## config.mk

```make
export PLATFORM = sky130hd
export DESIGN_NAME = block_transfer_sequencer
export DESIGN_NICKNAME = d
export VERILOG_FILES = /design/src/design/bts_pkg.sv /design/src/design/bts_datapath.sv /design/src/design/bts_ctrl.sv /design/src/design/block_transfer_sequencer.sv
export SDC_FILE = /design/constraint.sdc
export NUM_CORES = 1
export LEC_CHECK = 0
export ABC_AREA = 1
export BUFFER_PORTS_ARGS = -buffer_cell sky130_fd_sc_hd__buf_2
export CAP_MARGIN = 10
export CELL_PAD_IN_SITES_DETAIL_PLACEMENT = 1
export CELL_PAD_IN_SITES_GLOBAL_PLACEMENT = 2
export CORE_MARGIN = 5
export CORE_UTILIZATION = 38
export CTS_CLUSTER_SIZE = 20
export DETAILED_ROUTE_END_ITERATION = 12
export PLACE_DENSITY = 0.86
export SYNTH_ARGS = -nofsm -noshare
export SYNTH_HDL_FRONTEND = slang
export SYNTH_SLANG_ARGS = --single-unit
```

## constraint.sdc

```tcl
create_clock -name i_clk -period 15.2 [get_ports i_clk]
set_clock_uncertainty 0.1 [all_clocks]
set_input_delay 1.52 -clock i_clk [delete_from_list [all_inputs] [get_ports i_clk]]
set_output_delay 1.52 -clock i_clk [all_outputs]
set_load 0.01 [all_outputs]
```

## src/design/bts_pkg.sv

```systemverilog
// ============================================================================
// bts_pkg: shared types and constants for the block transfer sequencer
// Event codes, mode codes, controller/datapath interface structs and helpers.
// ============================================================================
`timescale 1ns / 1ps
`default_nettype none

package bts_pkg;

    // Result event codes
    localparam logic [1:0] EV_TRANSFER  = 2'd0;
    localparam logic [1:0] EV_UNDEF     = 2'd1;
    localparam logic [1:0] EV_WRITEBACK = 2'd2;
    localparam logic [1:0] EV_RESTORE   = 2'd3;

    // Mode field codes
    localparam logic [4:0] MODE_USER    = 5'h10;
    localparam logic [4:0] MODE_SYSTEM  = 5'h1F;

    // Controller -> datapath command word
    typedef struct packed {
        logic       load;      // capture instruction fields
        logic       setup;     // load start address and remaining list
        logic       step;      // retire lowest listed register, advance address
        logic       emit;      // drive a result word next cycle
        logic [1:0] kind;      // event code of the emitted word
        logic       last;      // final word of the instruction
    } t_cmd;

    // Datapath -> controller status
    typedef struct packed {
        logic undef;           // load with S in user or system mode
        logic wb;              // base write-back requested
        logic empty;           // register list is empty
        logic restore;         // SPSR copy follows the transfers
        logic rem_one;         // one register left to transfer
    } t_status;

    // Number of set bits in a register list
    function automatic logic [4:0] f_popcount(input logic [15:0] list);
        logic [4:0] cnt;
        cnt = '0;
        for (int i = 0; i < 16; i++) begin
            cnt = cnt + {4'd0, list[i]};
        end
        return cnt;
    endfunction

    // Index of the lowest set bit (0 when none is set)
    function automatic logic [3:0] f_lowest(input logic [15:0] list);
        logic [3:0] idx;
        idx = '0;
        for (int i = 15; i >= 0; i--) begin
            if (list[i]) begin
                idx = 4'(i);
            end
        end
        return idx;
    endfunction

endpackage

`default_nettype wire

```

## src/design/bts_datapath.sv

```systemverilog
// ============================================================================
// bts_datapath: address generation and result registers
// Holds the instruction, walks the register list and drives the result word.
// ============================================================================
`timescale 1ns / 1ps
`default_nettype none

module bts_datapath
    import bts_pkg::*;
(
    input  wire logic        i_clk,
    input  wire logic        i_rst_n,
    input  wire t_cmd        i_cmd,
    output t_status          o_status,
    input  wire logic [15:0] i_reg_list,
    input  wire logic        i_pre_index,
    input  wire logic        i_up_dir,
    input  wire logic        i_s_flag,
    input  wire logic        i_write_back,
    input  wire logic        i_is_load_op,
    input  wire logic [3:0]  i_base_reg,
    input  wire logic [31:0] i_base_value,
    input  wire logic [4:0]  i_cpu_mode,
    output logic             o_valid,
    output logic [1:0]       o_event_kind,
    output logic [31:0]      o_address,
    output logic [3:0]       o_reg_index,
    output logic             o_load_dir,
    output logic             o_user_bank,
    output logic             o_last
);

    // Captured instruction
    logic [15:0] r_list;
    logic        r_p, r_u, r_s, r_w, r_l;
    logic [3:0]  r_rn;
    logic [31:0] r_base;
    logic [4:0]  r_mode;

    // Walk state
    logic [15:0] r_rem, n_rem;
    logic [31:0] r_addr, n_addr;

    // Derived values
    logic [4:0]  count;
    logic [31:0] span;
    logic [31:0] start_addr;
    logic [31:0] wb_value;
    logic        priv;
    logic        ubank;
    logic [3:0]  low_idx;

    always_ff @(posedge i_clk) begin
        if (i_cmd.load) begin
            r_list <= i_reg_list;
            r_p    <= i_pre_index;
            r_u    <= i_up_dir;
            r_s    <= i_s_flag;
            r_w    <= i_write_back;
            r_l    <= i_is_load_op;
            r_rn   <= i_base_reg;
            r_base <= i_base_value;
            r_mode <= i_cpu_mode;
        end
    end

    // Addressing mode start and write-back value
    always_comb begin
        count = f_popcount(r_list);
        span  = {25'd0, count, 2'b00};
        if (r_u) begin
            start_addr = r_p ? r_base + 32'd4 : r_base;
            wb_value   = r_base + span;
        end else begin
            start_addr = r_p ? r_base - span : r_base - span + 32'd4;
            wb_value   = r_base - span;
        end
        priv  = (r_mode != MODE_USER);
        ubank = r_l ? (r_s && !r_list[15] && priv) : (r_s && priv);
    end

    assign low_idx = f_lowest(r_rem);

    // Status to controller
    always_comb begin
        o_status.undef   = r_l && r_s && ((r_mode == MODE_USER) || (r_mode == MODE_SYSTEM));
        o_status.wb      = r_w;
        o_status.empty   = (r_list == 16'd0);
        o_status.restore = r_l && r_s && r_list[15];
        o_status.rem_one = ((r_rem & (r_rem - 16'd1)) == 16'd0);
    end

    // List walk
    always_comb begin
        n_rem  = r_rem;
        n_addr = r_addr;
        if (i_cmd.setup) begin
            n_rem  = r_list;
            n_addr = start_addr;
        end else if (i_cmd.step) begin
            n_rem  = r_rem & (r_rem - 16'd1);
            n_addr = r_addr + 32'd4;
        end
    end

    always_ff @(posedge i_clk) begin
        r_rem  <= n_rem;
        r_addr <= n_addr;
    end

    // Result word registers
    always_ff @(posedge i_clk) begin
        if (!i_rst_n) begin
            o_valid <= 1'b0;
        end else begin
            o_valid <= i_cmd.emit;
        end
    end

    always_ff @(posedge i_clk) begin
        if (i_cmd.emit) begin
            o_event_kind <= i_cmd.kind;
            o_last       <= i_cmd.last;
            case (i_cmd.kind)
                EV_TRANSFER: begin
                    o_address   <= r_addr;
                    o_reg_index <= low_idx;
                    o_load_dir  <= r_l;
                    o_user_bank <= ubank;
                end
                EV_WRITEBACK: begin
                    o_address   <= wb_value;
                    o_reg_index <= r_rn;
                    o_load_dir  <= 1'b0;
                    o_user_bank <= 1'b0;
                end
                default: begin
                    o_address   <= 32'd0;
                    o_reg_index <= 4'd0;
                    o_load_dir  <= 1'b0;
                    o_user_bank <= 1'b0;
                end
            endcase
        end
    end

endmodule

`default_nettype wire

```

## src/design/bts_ctrl.sv

```systemverilog
// ============================================================================
// bts_ctrl: sequencing state machine
// Orders the undefined, write-back, transfer and restore words.
// ============================================================================
`timescale 1ns / 1ps
`default_nettype none

module bts_ctrl
    import bts_pkg::*;
(
    input  wire logic    i_clk,
    input  wire logic    i_rst_n,
    input  wire logic    start,
    output logic         busy,
    input  wire t_status i_status,
    output t_cmd         o_cmd
);

    localparam logic [1:0] ST_IDLE  = 2'd0;
    localparam logic [1:0] ST_SETUP = 2'd1;
    localparam logic [1:0] ST_XFER  = 2'd2;
    localparam logic [1:0] ST_REST  = 2'd3;

    logic [1:0] r_state, n_state;

    assign busy = (r_state != ST_IDLE);

    // Next state and commands
    always_comb begin
        n_state      = r_state;
        o_cmd        = '0;
        o_cmd.kind   = EV_TRANSFER;
        unique case (r_state)
            ST_IDLE: begin
                if (start) begin
                    o_cmd.load = 1'b1;
                    n_state    = ST_SETUP;
                end
            end
            ST_SETUP: begin
                o_cmd.setup = 1'b1;
                if (i_status.undef) begin
                    o_cmd.emit = 1'b1;
                    o_cmd.kind = EV_UNDEF;
                    o_cmd.last = 1'b1;
                    n_state    = ST_IDLE;
                end else begin
                    if (i_status.wb) begin
                        o_cmd.emit = 1'b1;
                        o_cmd.kind = EV_WRITEBACK;
                        o_cmd.last = i_status.empty;
                    end
                    n_state = i_status.empty ? ST_IDLE : ST_XFER;
                end
            end
            ST_XFER: begin
                o_cmd.step = 1'b1;
                o_cmd.emit = 1'b1;
                o_cmd.kind = EV_TRANSFER;
                o_cmd.last = i_status.rem_one && !i_status.restore;
                if (i_status.rem_one) begin
                    n_state = i_status.restore ? ST_REST : ST_IDLE;
                end
            end
            ST_REST: begin
                o_cmd.emit = 1'b1;
                o_cmd.kind = EV_RESTORE;
                o_cmd.last = 1'b1;
                n_state    = ST_IDLE;
            end
            default: begin
                n_state = ST_IDLE;
            end
        endcase
    end

    always_ff @(posedge i_clk) begin
        if (!i_rst_n) begin
            r_state <= ST_IDLE;
        end else begin
            r_state <= n_state;
        end
    end

endmodule

`default_nettype wire

```

## src/design/block_transfer_sequencer.sv

```systemverilog
// ============================================================================
// block_transfer_sequencer: load/store multiple expansion
// Expands one block-transfer instruction into a run of result words.
// ============================================================================
// Usage:
//   Input: drive the instruction fields and raise start; the word is taken at
//   a clock edge with start high and busy low. busy stays high until the last
//   result word has been decided.
//   Output: each result word sits on the o_ ports for one cycle with o_valid
//   high; o_last marks the final word. The receiver cannot stall, so words
//   simply follow one per cycle.
//   Order: undefined event alone, or write-back, then one transfer per listed
//   register (lowest first), then the SPSR restore when it applies.
//   Timing: the accepting edge captures the fields and enters setup; an
//   undefined or write-back word is decided in setup and registered onto the
//   outputs; a run that opens with a transfer waits for the transfer state.
//   Throughput: busy stays high through setup, one transfer state per listed
//   register and the restore state when it applies (setup alone for the
//   undefined case), so a new instruction is taken only after the sequencer
//   has returned to idle; the list walk retires one register per cycle.
//   An empty list without write-back yields no word at all, unless the load is undefined.
//   Reset: synchronous, active low; returns the sequencer to idle and drops
//   o_valid. No other state needs clearing.
// ============================================================================
`timescale 1ns / 1ps
`default_nettype none

module block_transfer_sequencer
    import bts_pkg::*;
(
    input  wire logic        i_clk,
    input  wire logic        i_rst_n,
    input  wire logic        start,
    output logic             busy,
    input  wire logic [15:0] i_reg_list,
    input  wire logic        i_pre_index,
    input  wire logic        i_up_dir,
    input  wire logic        i_s_flag,
    input  wire logic        i_write_back,
    input  wire logic        i_is_load_op,
    input  wire logic [3:0]  i_base_reg,
    input  wire logic [31:0] i_base_value,
    input  wire logic [4:0]  i_cpu_mode,
    output logic             o_valid,
    output logic [1:0]       o_event_kind,
    output logic [31:0]      o_address,
    output logic [3:0]       o_reg_index,
    output logic             o_load_dir,
    output logic             o_user_bank,
    output logic             o_last
);

    t_cmd    cmd;
    t_status status;

    // Sequencer
    bts_ctrl u_ctrl (
        .i_clk    (i_clk),
        .i_rst_n  (i_rst_n),
        .start    (start),
        .busy     (busy),
        .i_status (status),
        .o_cmd    (cmd)
    );

    // Address and result datapath
    bts_datapath u_datapath (
        .i_clk        (i_clk),
        .i_rst_n      (i_rst_n),
        .i_cmd        (cmd),
        .o_status     (status),
        .i_reg_list   (i_reg_list),
        .i_pre_index  (i_pre_index),
        .i_up_dir     (i_up_dir),
        .i_s_flag     (i_s_flag),
        .i_write_back (i_write_back),
        .i_is_load_op (i_is_load_op),
        .i_base_reg   (i_base_reg),
        .i_base_value (i_base_value),
        .i_cpu_mode   (i_cpu_mode),
        .o_valid      (o_valid),
        .o_event_kind (o_event_kind),
        .o_address    (o_address),
        .o_reg_index  (o_reg_index),
        .o_load_dir   (o_load_dir),
        .o_user_bank  (o_user_bank),
        .o_last       (o_last)
    );

endmodule

`default_nettype wire
```

==> results of run 1 <==
[cell type report]
cell class              count  area, sq um
inverters                 198          743
well taps                 384          480
clock buffers              17          425
fillers                  3589        16300
clock inverters            15          166
multi-input cells        1045         5530
flip-flops and latches    154         4590
repair buffers            113          581
[placed cells by master (no fill, tap or decap), drive strengths merged]
master and n:
nand2 357, inv 201, nor2 193, edfxtp 151
o21ai 120, nand3 120, buf 113, a21oi 46
nor3 37, nand4 34, xor2 30, ha 26
clkbuf 17, fa 12, o22ai 10, clkinv 10
nor4 8, nand3b 7, a31oi 7, or2 7
xnor2 5, o211ai 5, a32o 5, a22o 4
dfxtp 3, o21bai 2, and2 1, o31ai 1
nor3b 1, o221ai 1, o2111ai 1, a2111oi 1
a21boi 1, o21a 1, o311ai 1, o32ai 1
clkinvlp 1, bufinv 1
[per-stage QoR]
step | hold WS [ns] | setup slack (ns) | utilization | cell area (sq um) | cells
2_1_floorplan | 0.395 | 9.32 | - | 11100 | 1441
3_3_place_gp | 0.419 | 8.21 | 0.415 | 11900 | 1894
3_5_place_dp | 0.411 | 8.05 | 0.415 | 11900 | 1894
4_1_cts | 0.439 | 8.05 | 0.435 | 12500 | 1926
5_1_grt | 0.472 | 7.48 | 0.435 | 12500 | 1926
6_report | 0.427 | 8.04 | 0.435 | 12500 | 1926
[per-layer routing]
layer / track usage / routed length [um]
met3: 0.0396 / 1260
met4: 0.0865 / 1370
met1: 0.286 / 16400
met2: 0.404 / 18300
met5: 0 / 0
[worst reg2reg max path, delay by kind of cell, from the launching register on]
| family | cells | cell delay, ns |
|---|---|---|
| adders and majority gates | 8 | 3.37 |
| buffers and inverters | 7 | 0.57 |
| AOI/OAI and AO/OA | 3 | 0.78 |
| DFF | 1 | 0.38 |
| and+or+nand+nor | 9 | 1.52 |
| xor gates and xnor gates | 1 | 0.19 |
[kinds of logic after synthesis]
family	Yosys count
compound gates	207
xor+xnor	35
flops	154
simple gates	765
buf+inv	242
fa+ha+maj	38
[flip-flops by register name (all words and copies together), names as in the netlist]
register / count
u_datapath.o_address: 32
u_datapath.r_list: 16
u_datapath.r_s: 1
u_datapath.o_valid: 1
u_ctrl.r_state: 2
u_datapath.r_p: 1
u_datapath.r_w: 1
u_datapath.r_rn: 4
u_datapath.o_last: 1
u_datapath.r_base: 32
u_datapath.r_u: 1
u_datapath.o_event_kind: 2
u_datapath.r_addr: 32
u_datapath.r_rem: 16
u_datapath.o_load_dir: 1
u_datapath.r_mode: 5
u_datapath.r_l: 1
u_datapath.o_user_bank: 1
u_datapath.o_reg_index: 4
[worst paths after layout]
| check | cells past startpoint | slack, ns | start | endpoint |
|---|---|---|---|---|
| min | 2 | 0.43 | u_datapath.r_rn[0] | u_datapath.o_reg_index[0] |
| max | 28 | 8.04 | u_datapath.r_list[0] | u_datapath.o_address[15] |
| max reg2reg | 28 | 8.04 | u_datapath.r_list[0] | u_datapath.o_address[15] |
| min reg2reg | 2 | 0.43 | u_datapath.r_rn[0] | u_datapath.o_reg_index[0] |
==> run metrics, run 1 <==
simple-gate area share of the yosys netlist 0.315; number of buffers inserted by post-CTS setup repair 0; initial core utilization 0.385; via count of the first global-routing pass 10700; highest cell delay on the worst timing path 0.60 ns; later-pin clock latency in the skew report 0.45 ns; slew at the pin closest to its max-slew limit 1.16 ns; status completed; number of remaining DRC errors 0; slowest library cell on the worst path sky130_fd_sc_hd__o21ai_0; Synth-to-Final Area Change 13.0%; Final Cycle Share 0.471; detailed placement HPWL 28800 um; number of buffers added by the clock tree synthesis step 17; Hold Vio Cnt, Final 0; maximum level of the CTS H-tree 4; main flop type after synthesis sky130_fd_sc_hd__edfxtp_1; endpoint type of the worst setup path flop; Post-Synthesis Cell Area 11100 sq um; synthesized-area fraction occupied by ao, oa, aoi and oai cells 0.105; Crit Path Category reg2reg; setup repair after global routing missed its margin false; clock transition at the registers of the reported paths 0.07 ns; initial antenna violation count 0; area share of xor/xnor cells in the synthesized design 0.0277; count of input and output buffers 107; iteration-0 DRC count of the detailed router 500; number of antenna cells inserted 0; post-synthesis register bit count 154; sum of routed wire length over all layers 37400 um; Core Footprint 28800 sq um; Worst path most repeated cell sky130_fd_sc_hd__inv_1; library cell with the largest summed area after synthesis sky130_fd_sc_hd__edfxtp_1; DIE WIDTH 181 um; critical path data arrival time 7.23 ns; net count reported at finish 1632; yosys synthesis warning count 0; root buffer selected by CTS sky130_fd_sc_hd__clkbuf_16; TritonRoute pass-1 iters 5; remaining antenna violation count 0; total number of vias 10200; part of the Yosys area used for sequential elements 0.415; proportion of register bits with asynchronous set or reset after synthesis 0; CTS sink cnt 154; largest buffer count on any clock path 2; number of slew-limit violations in the final report 0; Die Y-Extent 181 um; count of different cell masters after synthesis 53; wire length of the first global-routing pass 59500 um; average footprint of a synthesized cell 7.69 sq um; number of top-level pins 108; TNS Setup 0 ns; Fmax 140 MHz; Routed wire per std cell 19.4 um; most frequently used cell type in the post-synthesis netlist sky130_fd_sc_hd__nand2_1; Hold/Removal Path Class reg2reg; total of hold buffers inserted after clock tree synthesis 0; pin count of the biggest net entering global routing 74; num rows 62; clock tree from TritonCTS done; area share of the leading cell type in the synthesized netlist 0.409; top cell family by delay on the critical path adder cells; Critical Path RT 15.26 ns; area share of fa/ha/maj cells after synthesis 0.0510; routability cong. 0.938; worst-path fanout max 5; DIE AREA 32700 sq um; normalized max-slew margin 0.229; CP Launch Type flop; largest family of logic cells by synthesized area simple AND/OR/NAND/NOR gates; global routing usage summed across all routing layers 0.231; fraction of final layout cells with drive strength greater than 1 0.147; number of synthesized flops with an enable pin 151; post-cts gate resize count 0; final critical delay including setup and external delays 7.16 ns; syn_nets 1544; main area contributors after synthesis sky130_fd_sc_hd__edfxtp_1 41%, sky130_fd_sc_hd__nand2_1 11%, sky130_fd_sc_hd__inv_1 6.4%; worst path bufs/invs 7; Synth top cells by count 337 x sky130_fd_sc_hd__nand2_1, 189 x sky130_fd_sc_hd__inv_1, 165 x sky130_fd_sc_hd__nor2_1; remaining global-route overflow 0; fraction of synthesized area in multiplexers 0; total setup violations reported at the end of the flow 0; cells after synthesis 1441; reported max-cap violation count 0; post-detailed-route via-to-cell ratio 5.31
Power of run 1 is not shown: default switching activity piles up to over one toggle a cycle in this logic, so the estimate is an artifact.
==> run 2, diff against run 1 <==
CORE_UTILIZATION = 32   (was 38)
PLACE_DENSITY = 0.77   (was 0.86)
clock period = 6.2 ns   (was 15.2 ns; I/O delays follow)
==> run metrics, run 2 (same netlist as run 1, synthesis figures left out) <==
wire length of the first global-routing pass 62400 um; Hold/Removal Path Class in2reg; later-pin clock latency in the skew report 0.46 ns; num rows 68; routability cong. 0.874; final critical delay including setup and external delays 6.20 ns; remaining global-route overflow 0; via count of the first global-routing pass 11500; clock tree from TritonCTS done; remaining antenna violation count 0; status finished with violations; root buffer selected by CTS sky130_fd_sc_hd__clkbuf_16; post-detailed-route via-to-cell ratio 5.02; maximum level of the CTS H-tree 4; Hold Vio Cnt, Final 0; DIE WIDTH 196 um; sum of routed wire length over all layers 40400 um; endpoint type of the worst setup path flop; largest registers u_datapath.o_address: 32 flops, u_datapath.r_addr: 32 flops, u_datapath.r_base: 32 flops; DIE AREA 38400 sq um; count of input and output buffers 107; Die Y-Extent 196 um; Critical Path RT 6.31 ns; detailed placement HPWL 31300 um; highest cell delay on the worst timing path 0.51 ns; Core Footprint 34400 sq um; total number of vias 10800; Synth-to-Final Area Change 30.0%; number of antenna cells inserted 0; reported max-cap violation count 0; CTS sink cnt 154; Fmax 161 MHz; clock transition at the registers of the reported paths 0.07 ns; Routed wire per std cell 18.9 um; global routing usage summed across all routing layers 0.208; Worst setup startpoint u_datapath.r_list[0]; startpoint of the worst-slack reg-to-reg timing path u_datapath.r_list[0]; worst path setup slack after routing -0.00307 ns; CP Launch Type flop; total of hold buffers inserted after clock tree synthesis 0; slew at the pin closest to its max-slew limit 1.07 ns; worst-path fanout max 5; slowest library cell on the worst path sky130_fd_sc_hd__fa_1; most common cell after layout, fill and taps aside sky130_fd_sc_hd__nand2_1; end-of-flow core utilization 0.419; commonest cells after routing, fill and taps aside 301 x sky130_fd_sc_hd__nand2_1, 173 x sky130_fd_sc_hd__inv_1, 151 x sky130_fd_sc_hd__edfxtp_1; number of top-level pins 108; number of remaining DRC errors 0; iteration-0 DRC count of the detailed router 481; Crit Path Category reg2reg; fraction of final layout cells with drive strength greater than 1 0.291; TritonRoute pass-1 iters 4; violated checks setup timing; largest buffer count on any clock path 2; initial core utilization 0.322; number of slew-limit violations in the final report 0; capturing element of the worst setup path u_datapath.r_addr[23]; critical path data arrival time 6.31 ns; FF-to-FF End u_datapath.r_addr[23]; pin count of the biggest net entering global routing 74; net count reported at finish 1780; Final Cycle Share 1.00; normalized max-slew margin 0.282; initial antenna violation count 1; worst setup slack for register-to-register paths -0.003 ns; critical hold path startpoint i_base_value[5]; setup repair after global routing missed its margin true; count of cells along the worst register-to-register path 31; total setup violations reported at the end of the flow 1; number of buffers added by the clock tree synthesis step 17
## run 2: worst min-delay path by stage
stage | to | cells after the start | slack [ns]
after global placement | u_datapath.r_addr[0] | 2 | 0.42
after CTS | u_datapath.r_p | 1 | 0.21
after global routing | u_datapath.r_rn[0] | 1 | 0.21
after detailed placement | u_datapath.r_addr[1] | 2 | 0.43
after floorplan | u_datapath.o_reg_index[0] | 2 | 0.39
final | u_datapath.r_base[5] | 1 | 0.23
## run 2: routing by layer
| metal | GRT usage | vias up | share of wire |
|---|---|---|---|
| met5 | 0 | - | 0.00032 |
| met3 | 0.0285 | 52 | 0.025 |
| li1 | - | 5277 | - |
| met2 | 0.390 | 169 | 0.53 |
| met4 | 0.0636 | 2 | 0.025 |
| met1 | 0.246 | 5265 | 0.42 |
## run 2: final cells by class
cell class,instances,area [sq um]
clock buffer,17,425
fill,4248,20000
timing repair buffer,261,1750
clock inverter,15,160
tap,455,569
sequential,154,4590
inverter,198,746
multi-input combinational,1045,6150
## run 2: stage by stage
stage	cell area (sq um)	hold WS (ns)	worst slack (ns)	instances	TNS, ns
final	14400	0.234	-0.00307	2145	-0.00307
after global routing	14400	0.213	-0.250	2145	-3.64
after CTS	14000	0.211	-0.0789	2131	-0.625
after detailed placement	12900	0.429	-0.494	2083	-10.82
after global placement	12900	0.421	-0.438	2083	-5.61
after floorplan	11100	0.395	0.319	1441	0
## run 2: what timing repair did
action                     CTS  global route
setup buffers               16            14
resized for setup          119            91
pin swaps                   47            43
setup endpoints to repair   44            46
## run 2: worst max-delay path, delay by kind of cell (launching register included)
kind / cells / cell delay (ns)
adder cells (fa/ha/maj): 8 / 3.12
buffers and inverters: 8 / 0.49
AND/OR/NAND/NOR: 12 / 1.46
AO/OA/AOI/OAI: 3 / 0.43
flip-flops: 1 / 0.35
Power of run 2 is left out for the same reason.
